## config.mk

```make
export PLATFORM = sky130hd
export DESIGN_NAME = sliding_window_minimum_flat
export DESIGN_NICKNAME = d
export VERILOG_FILES = /design/src/hdl/swm_pkg.sv /design/src/hdl/swm_if.sv /design/src/hdl/swm_ram.sv /design/src/hdl/sliding_window_minimum.sv /design/src/flat_wrapper.sv
export SDC_FILE = /design/constraint.sdc
export NUM_CORES = 2
export LEC_CHECK = 0
export BUFFER_PORTS_ARGS = -buffer_cell sky130_fd_sc_hd__buf_2
export CORE_ASPECT_RATIO = 0.75
export CORE_UTILIZATION = 25
export DETAILED_ROUTE_END_ITERATION = 8
export PLACE_DENSITY = 0.37
export SYNTH_ARGS = -nofsm -noshare
export SYNTH_HDL_FRONTEND = slang
export SYNTH_SLANG_ARGS = --single-unit
```

## constraint.sdc

```tcl
create_clock -name clk -period 10.3 [get_ports clk]
set_input_delay 2.06 -clock clk [delete_from_list [all_inputs] [get_ports clk]]
set_output_delay 2.06 -clock clk [all_outputs]
set_load 0.005 [all_outputs]
```

## src/hdl/swm_pkg.sv

```systemverilog
// Shared constants and types for the sliding window minimum block.
`default_nettype none

package swm_pkg;

  localparam int MAX_PERIOD   = 64;
  localparam int SAMPLE_WIDTH = 32;
  localparam int ADDR_W       = $clog2(MAX_PERIOD);
  localparam int CNT_W        = $clog2(MAX_PERIOD + 1);

  typedef logic signed [SAMPLE_WIDTH-1:0] sample_t;
  typedef logic [ADDR_W-1:0]              addr_t;
  typedef logic [CNT_W-1:0]               cnt_t;

endpackage

`default_nettype wire

```

## src/hdl/swm_if.sv

```systemverilog
// Valid/ready channel interfaces for the sample input and the minimum output.
`default_nettype none

interface swm_in_if;
  logic             valid;
  logic             ready;
  swm_pkg::sample_t sample;
  logic             last_sample;

  modport source (output valid, output sample, output last_sample, input ready);
  modport sink (input valid, input sample, input last_sample, output ready);
endinterface

interface swm_out_if;
  logic             valid;
  logic             ready;
  swm_pkg::sample_t window_min;

  modport source (output valid, output window_min, input ready);
  modport sink (input valid, input window_min, output ready);
endinterface

`default_nettype wire

```

## src/hdl/swm_ram.sv

```systemverilog
// Generic single-write, single-read RAM with registered read data.
`default_nettype none

module swm_ram #(
  parameter int WIDTH = 32,
  parameter int DEPTH = 64
) (
  input  wire logic                     clk,
  input  wire logic                     we,
  input  wire logic [$clog2(DEPTH)-1:0] waddr,
  input  wire logic [WIDTH-1:0]         wdata,
  input  wire logic                     re,
  input  wire logic [$clog2(DEPTH)-1:0] raddr,
  output logic      [WIDTH-1:0]         rdata
);

  logic [WIDTH-1:0] mem [DEPTH];

  always_ff @(posedge clk) begin
    if (we) begin
      mem[waddr] <= wdata;
    end
    if (re) begin
      rdata <= mem[raddr];
    end
  end

endmodule

`default_nettype wire

```

## src/hdl/sliding_window_minimum.sv

```systemverilog
// Top level of the sliding window minimum block.
// Keeps the samples of the current series in a 64-entry ring and, once
// window_period samples have been seen, returns the minimum of the latest
// window_period samples for each sample (newest sample wins ties). A sample
// that yields no result is written to the ring and counted. A sample whose
// minimum is still inside the window is compared against the held minimum
// and the result loaded into the output register. When the held minimum
// leaves the window, or none is held yet, the ring is rescanned oldest to
// newest through its single read port, one entry per cycle, before that
// load. The output register lets the block take the next sample while a
// result waits. window_period values of 0 act as 1, values above 64 act as
// 64; write it only while the block is idle. last_sample ends the series
// and restarts the counters after its result, or at once if it has none.
`default_nettype none

module sliding_window_minimum (
  input  wire logic          clk,
  input  wire logic          rst_n,
  input  wire logic          cfg_we,
  input  wire swm_pkg::cnt_t cfg_wdata,
  swm_in_if.sink             in_if,
  swm_out_if.source          out_if
);

  import swm_pkg::*;

  typedef enum logic [1:0] {ST_IDLE, ST_SCAN, ST_PUSH} state_t;

  state_t  state_r, state_nxt;
  addr_t   wslot_r, wslot_nxt;
  cnt_t    seen_r, seen_nxt;
  sample_t cur_min_r, cur_min_nxt;
  cnt_t    min_age_r, min_age_nxt;
  logic    last_r, last_nxt;
  addr_t   rd_age_r, rd_age_nxt;
  logic    issue_r, issue_nxt;
  logic    cmp_valid_r, cmp_valid_nxt;
  addr_t   cmp_age_r, cmp_age_nxt;
  logic    first_r, first_nxt;
  logic    out_valid_r, out_valid_nxt;
  sample_t out_data_r;
  cnt_t    period_r;

  cnt_t    period;
  cnt_t    period_m1;
  cnt_t    seen_inc;
  cnt_t    age_inc;
  logic    in_xfer;
  logic    load_out;
  addr_t   raddr;
  sample_t ram_rdata;
  sample_t cmp_lhs;
  logic    cmp_le;

  assign in_xfer          = in_if.valid && in_if.ready;
  assign in_if.ready      = (state_r == ST_IDLE);
  assign out_if.valid     = out_valid_r;
  assign out_if.window_min = out_data_r;
  assign raddr            = wslot_r - addr_t'(1) - rd_age_r;

  // One signed compare against the held minimum, shared by intake and rescan.
  assign cmp_lhs = (state_r == ST_SCAN) ? ram_rdata : in_if.sample;
  assign cmp_le  = (cmp_lhs <= cur_min_r);

  swm_ram #(
    .WIDTH (SAMPLE_WIDTH),
    .DEPTH (MAX_PERIOD)
  ) u_ring (
    .clk   (clk),
    .we    (in_xfer),
    .waddr (wslot_r),
    .wdata (in_if.sample),
    .re    (issue_r),
    .raddr (raddr),
    .rdata (ram_rdata)
  );

  // Clamp the period register into 1..MAX_PERIOD.
  always_comb begin
    if (period_r == '0) begin
      period = cnt_t'(1);
    end else if (period_r > cnt_t'(MAX_PERIOD)) begin
      period = cnt_t'(MAX_PERIOD);
    end else begin
      period = period_r;
    end
    period_m1 = period - cnt_t'(1);
    seen_inc  = (seen_r < cnt_t'(MAX_PERIOD)) ? seen_r + cnt_t'(1) : seen_r;
    age_inc   = (min_age_r != '0) ? min_age_r + cnt_t'(1) : '0;
  end

  always_comb begin
    state_nxt     = state_r;
    wslot_nxt     = wslot_r;
    seen_nxt      = seen_r;
    cur_min_nxt   = cur_min_r;
    min_age_nxt   = min_age_r;
    last_nxt      = last_r;
    rd_age_nxt    = rd_age_r;
    issue_nxt     = issue_r;
    cmp_valid_nxt = 1'b0;
    cmp_age_nxt   = cmp_age_r;
    first_nxt     = first_r;
    out_valid_nxt = out_valid_r && !out_if.ready;
    load_out      = 1'b0;

    unique case (state_r)
      ST_IDLE: begin
        if (in_xfer) begin
          wslot_nxt = wslot_r + addr_t'(1);
          seen_nxt  = seen_inc;
          last_nxt  = in_if.last_sample;
          if (seen_inc >= period) begin
            if (age_inc == '0 || (age_inc - cnt_t'(1)) >= period) begin
              // Held minimum expired: rescan the window from its oldest entry.
              state_nxt  = ST_SCAN;
              rd_age_nxt = period_m1[ADDR_W-1:0];
              issue_nxt  = 1'b1;
              first_nxt  = 1'b1;
            end else begin
              state_nxt = ST_PUSH;
              if (cmp_le) begin
                cur_min_nxt = in_if.sample;
                min_age_nxt = cnt_t'(1);
              end else begin
                min_age_nxt = age_inc;
              end
            end
          end else begin
            min_age_nxt = '0;
            if (in_if.last_sample) begin
              wslot_nxt   = '0;
              seen_nxt    = '0;
              cur_min_nxt = '0;
            end
          end
        end
      end

      ST_SCAN: begin
        if (issue_r) begin
          cmp_valid_nxt = 1'b1;
          cmp_age_nxt   = rd_age_r;
          if (rd_age_r == '0) begin
            issue_nxt = 1'b0;
          end else begin
            rd_age_nxt = rd_age_r - addr_t'(1);
          end
        end
        if (cmp_valid_r) begin
          first_nxt = 1'b0;
          if (first_r || cmp_le) begin
            cur_min_nxt = ram_rdata;
            min_age_nxt = cnt_t'(cmp_age_r) + cnt_t'(1);
          end
          if (cmp_age_r == '0) begin
            state_nxt = ST_PUSH;
          end
        end
      end

      ST_PUSH: begin
        if (!out_valid_r || out_if.ready) begin
          load_out      = 1'b1;
          out_valid_nxt = 1'b1;
          state_nxt     = ST_IDLE;
          if (last_r) begin
            wslot_nxt   = '0;
            seen_nxt    = '0;
            cur_min_nxt = '0;
            min_age_nxt = '0;
          end
        end
      end

      default: begin
        state_nxt = ST_IDLE;
      end
    endcase
  end

  always_ff @(posedge clk) begin
    if (!rst_n) begin
      state_r     <= ST_IDLE;
      wslot_r     <= '0;
      seen_r      <= '0;
      cur_min_r   <= '0;
      min_age_r   <= '0;
      last_r      <= 1'b0;
      issue_r     <= 1'b0;
      cmp_valid_r <= 1'b0;
      first_r     <= 1'b0;
      out_valid_r <= 1'b0;
      period_r    <= cnt_t'(1);
    end else begin
      state_r     <= state_nxt;
      wslot_r     <= wslot_nxt;
      seen_r      <= seen_nxt;
      cur_min_r   <= cur_min_nxt;
      min_age_r   <= min_age_nxt;
      last_r      <= last_nxt;
      issue_r     <= issue_nxt;
      cmp_valid_r <= cmp_valid_nxt;
      first_r     <= first_nxt;
      out_valid_r <= out_valid_nxt;
      if (cfg_we) begin
        period_r <= cfg_wdata;
      end
    end
  end

  always_ff @(posedge clk) begin
    rd_age_r  <= rd_age_nxt;
    cmp_age_r <= cmp_age_nxt;
    if (load_out) begin
      out_data_r <= cur_min_r;
    end
  end

endmodule

`default_nettype wire

```

## src/flat_wrapper.sv

```systemverilog
// flat-port wrapper written by rule: the top's interface ports become plain ports
module sliding_window_minimum_flat import swm_pkg::*;
  (clk, rst_n, cfg_we, cfg_wdata, in_if_valid, in_if_sample, in_if_last_sample, in_if_ready, out_if_valid, out_if_window_min, out_if_ready);
  swm_in_if in_if_i ();
  swm_out_if out_if_i ();
  input  wire logic clk;
  input  wire logic rst_n;
  input  wire logic cfg_we;
  input  wire swm_pkg::cnt_t cfg_wdata;
  input wire logic [$bits(in_if_i.valid)-1:0] in_if_valid;
  input wire logic [$bits(in_if_i.sample)-1:0] in_if_sample;
  input wire logic [$bits(in_if_i.last_sample)-1:0] in_if_last_sample;
  output wire logic [$bits(in_if_i.ready)-1:0] in_if_ready;
  output wire logic [$bits(out_if_i.valid)-1:0] out_if_valid;
  output wire logic [$bits(out_if_i.window_min)-1:0] out_if_window_min;
  input wire logic [$bits(out_if_i.ready)-1:0] out_if_ready;
  assign in_if_i.valid = in_if_valid;
  assign in_if_i.sample = in_if_sample;
  assign in_if_i.last_sample = in_if_last_sample;
  assign in_if_ready = in_if_i.ready;
  assign out_if_valid = out_if_i.valid;
  assign out_if_window_min = out_if_i.window_min;
  assign out_if_i.ready = out_if_ready;
  sliding_window_minimum u_core (.clk(clk), .rst_n(rst_n), .cfg_we(cfg_we), .cfg_wdata(cfg_wdata), .in_if(in_if_i), .out_if(out_if_i));
endmodule
```

==> results summary <==
The site row count came out at 186. Traced cell by cell, the critical path runs through buf_2, buf_4, mux2_2, ha_1, a21oi_1, o21ai_0, nand2_1, nand3_1, and3b_1, o211a_1, o21ai_4, buf_4, mux2i_1. The largest fanout on the critical path came out at between 60 and 70. The standard cell core area came out at 0.342 mm^2. The arrival time reported for the critical path endpoint is between 6 and 7 ns. The top-level I/O count came out at 79. The largest single stage delay on the critical path is about 1 ns. The post-detailed-placement half-perimeter wirelength is about 160000 um. The initial antenna violation count came out at 29. The area of the mapped netlist came out at between 0.08 and 0.09 mm^2. The number of unique standard cell types used by synthesis is 61. Timing would allow up to between 150 and 200 MHz. For this run, the share of the core covered by cells in the final layout is just under 30%. The number of warnings printed during yosys synthesis is 0. Entering global routing, the biggest net connects between 100 and 150 pins. At the later pin of the worst-skew pair, clock insertion delay measures 0.91 ns. Counting flops with a built-in enable in the synthesized netlist gives ~2100. The type of origin of the critical path is an input pin.

The reported leakage power is between 30 and 40 nW. The total number of nets in the final design came out at roughly 4300. The share of synthesized registers carrying an async set or reset is 0%. The total iterations of the first detailed-routing run is 5.

The flow ran to the end, and the final reports show no timing, DRC or antenna violations. Together, buffers and inverters on the worst path number 3. The largest total area in the synthesized netlist belongs to sky130_fd_sc_hd__edfxtp_1. The floorplan step set the die height to about 510 um. The power density over cell area came out at 295 mW/mm^2. The global-route wire length before repair is 390000 um.

Using the TritonRoute via totals, the vias-per-cell ratio works out to roughly 4.7. The highest ir drop seen on vdd is about 0.31 mV. The residual antenna-violating net count after detailed routing is 0. Once the clock tree was built, the resizer swapped 0 gates to a different size. The XOR/XNOR share of the synthesized area is 0.275%. The combined global-route utilization of all metal layers is about 16%. The number of endpoints with negative hold slack in the final report is 0.

The post-synthesis register bit count is between 2000 and 2500. The detailed-route DRC error count came out at 0. Summing the areas of all compound-gate instances in the mapped netlist gives 1.52% of the synthesized area. The final setup skew came out at 0.0613 ns.

The final number of max-transition violations came out at 0. The starting density of the core is 25.1%. The maximum level of the CTS H-tree is 4. The worst setup path is of the input pin to register kind.

The total of max-cap violations came out at 0. CTS saw about 2200 sinks. The number of setup violations in the final report came out at 0.

Port buffering added roughly 80 buffers. The via total after detailed routing is roughly 42000. From synthesis to final layout, the design area changed by 16.3%. After detailed routing, the average wire length per cell comes to 32.3 um. After synthesis, the share of cell area in mux cells is between 15 and 20%.

The setup total negative slack came out at 0 ns. TritonCTS built the clock tree. The slowest stage of the critical path belongs to the cell sky130_fd_sc_hd__o21ai_0.

Of the total synthesized cell area, the portion taken by full adders, half adders and majority gates is less than 1%. The post-CTS setup-driven buffer insertion count came out at 0. Broken down by cell family, the worst path's largest delay share belongs to compound AO/OA/AOI/OAI gates. The share of layout cells above drive strength 1 came out at roughly 30%. The CTS buffer count is around 230. The clock transition at the registers of the reported paths is roughly 0.06 ns. No sink is reached through more buffers than the 4 on the longest clock path. Setup repair after global routing left no endpoint under its margin. Among all flip-flop cells after synthesis, the most frequent one is sky130_fd_sc_hd__edfxtp_1. For this run the aggregate overflow at the end of global routing stands at 0. The number of nets produced by synthesis came out at ~4000.

In this run the horizontal extent of the chip is ~680 um. After synthesis, the largest family of logic cells by area is multiplexers. The setup slack of the worst register-to-register path came out at just under 5 ns. The number of buffers added to fix hold violations after cts came out at 0.

The count of fill cells added during filler insertion came out at about 33000. The mean post-synth cell area came out at 22.0 um^2. The transition time at the pin with the least slew margin came out at between 1 and 1.5 ns. The cell count after synthesis came out at 3904. Among the stages of the critical path, the cell type that occurs most often is sky130_fd_sc_hd__buf_4. The simple logic cell fraction of the synthesized area came out at under 10%. The worst-case headroom to the max-slew limit is between 10% and 20%.

After synthesis, the most frequently instantiated cells are sky130_fd_sc_hd__edfxtp_1 (2124), sky130_fd_sc_hd__mux4_2 (640), sky130_fd_sc_hd__nand2_1 (133), sky130_fd_sc_hd__clkbuf_1 (119), sky130_fd_sc_hd__nor2_1 (104). The area share of the leading cell type in the synthesized netlist is 74.2%. The final period utilization is a little over half.

The post-layout minimum cycle time came out at around 5.5 ns. In the post-synthesis netlist, the biggest area contributors are sky130_fd_sc_hd__edfxtp_1 (74%), sky130_fd_sc_hd__mux4_2 (17%), sky130_fd_sc_hd__dfxtp_1 (1.5%). The via count of the first global-routing pass came out at ~42000. sky130_fd_sc_hd__edfxtp_1 is the most common cell in the netlist. The floorplan step defined a die boundary enclosing around 0.35 mm^2.

After synthesis, flip-flops and latches occupy about three quarters of the total area. Clock tree synthesis selected as its root buffer the cell sky130_fd_sc_hd__clkbuf_16. Wires add up to ~290000 um.

The violation count after the first detailed-routing iteration is 4850. The required time of the critical path is approximately 11 ns. The routability congestion estimate from global placement is 0.773.

The worst min-delay path class is register to register. STA classifies the critical path endpoint as a register.
path summary, 6_finish.rpt:
path,from,end,depth (start not counted)
max,in_if_sample[17],u_core.cur_min_r[14]$_SDFFE_PN0P_,13
min,u_core.cur_min_r[14]$_SDFFE_PN0P_,u_core.out_if.window_min[14]$_DFFE_PP_,0
max reg2reg,u_core.state_r[1]$_SDFFE_PN0P_,u_core.cur_min_r[14]$_SDFFE_PN0P_,13
min reg2reg,u_core.cur_min_r[14]$_SDFFE_PN0P_,u_core.out_if.window_min[14]$_DFFE_PP_,0
where the power goes:
group          internal (mW)  total, mW  leakage, nW  switching [mW]
Sequential              10.1       10.3         19.7           0.226
Clock                   4.47       7.99         3.42            3.52
Combinational           5.18       11.2         7.52            6.04
Total                   19.7       29.5         30.6            9.79
cell families after synthesis:
family,Yosys count
compound gates,205
xor+xnor,27
mux,744
flops,2190
buf+inv,270
simple gates,403
fa+ha+maj,65
layout make-up:
type / instances / area, um^2 / share of cell area [%]
Sequential cell: 2190 / 65100 / 65.1
Multi-Input combinational cell: 1444 / 20300 / 20.3
Clock buffer: 305 / 6290 / 6.28
Tap cell: 4606 / 5760 / 5.76
Timing Repair Buffer: 231 / 1670 / 1.67
Clock inverter: 98 / 693 / 0.693
Inverter: 56 / 210 / 0.210
Antenna cell: 5 / 12.5 / 0.0125
per-stage QoR:
step                instance area [um^2]  instances  hold slack (ns)  setup WS (ns)  total power [mW]
floorplan                          86000       3904            0.430           4.03              18.0
global placement                   93000       8527            0.476           4.07              22.0
detailed placement                 93000       8527            0.491           4.09              22.0
CTS                               100000       8930            0.503           4.99              30.1
global route                      100000       8930            0.509           4.64              30.8
finish                            100000       8935            0.498           4.82              29.5
metal layers:
| metal | GRT usage [%] | vias to the layer above | wire length, um |
|---|---|---|---|
| met5 | 0 | - | 0 |
| met1 | 25.8 | 23500 | 144000 |
| met3 | 3.28 | 257 | 18900 |
| met2 | 23.7 | 1365 | 122000 |
| li1 | - | 16900 | - |
| met4 | 2.73 | 0 | 4190 |
state kept, by name, indices dropped and copies added, names as in the netlist:
name,cells
u_core.wslot_r,6
u_core.first_r,1
u_core.out_if.valid,1
u_core.issue_r,1
u_core.u_ring.mem,2048
u_core.period_r,7
u_core.out_if.window_min,32
u_core.cur_min_r,32
u_core.min_age_r,7
u_core.cmp_valid_r,1
u_core.last_r,1
u_core.cmp_age_r,6
u_core.state_r,2
u_core.seen_r,7
u_core.u_ring.rdata,32
u_core.rd_age_r,6
placed cells by master, fill, tap and decap left out, drive strengths merged, types with 32 or more instances in the layout:
cell type,instances
mux2i,72
inv,57
buf,231
edfxtp,2124
nor2b,40
nand2,133
nor2,104
mux4,640
a21oi,72
dfxtp,66
clkbuf,305
clkinv,86
o21ai,45
mux2,32
a211oi,38
ha,64
nand3,54
No activity file was read; power rests on OpenSTA's default activity.
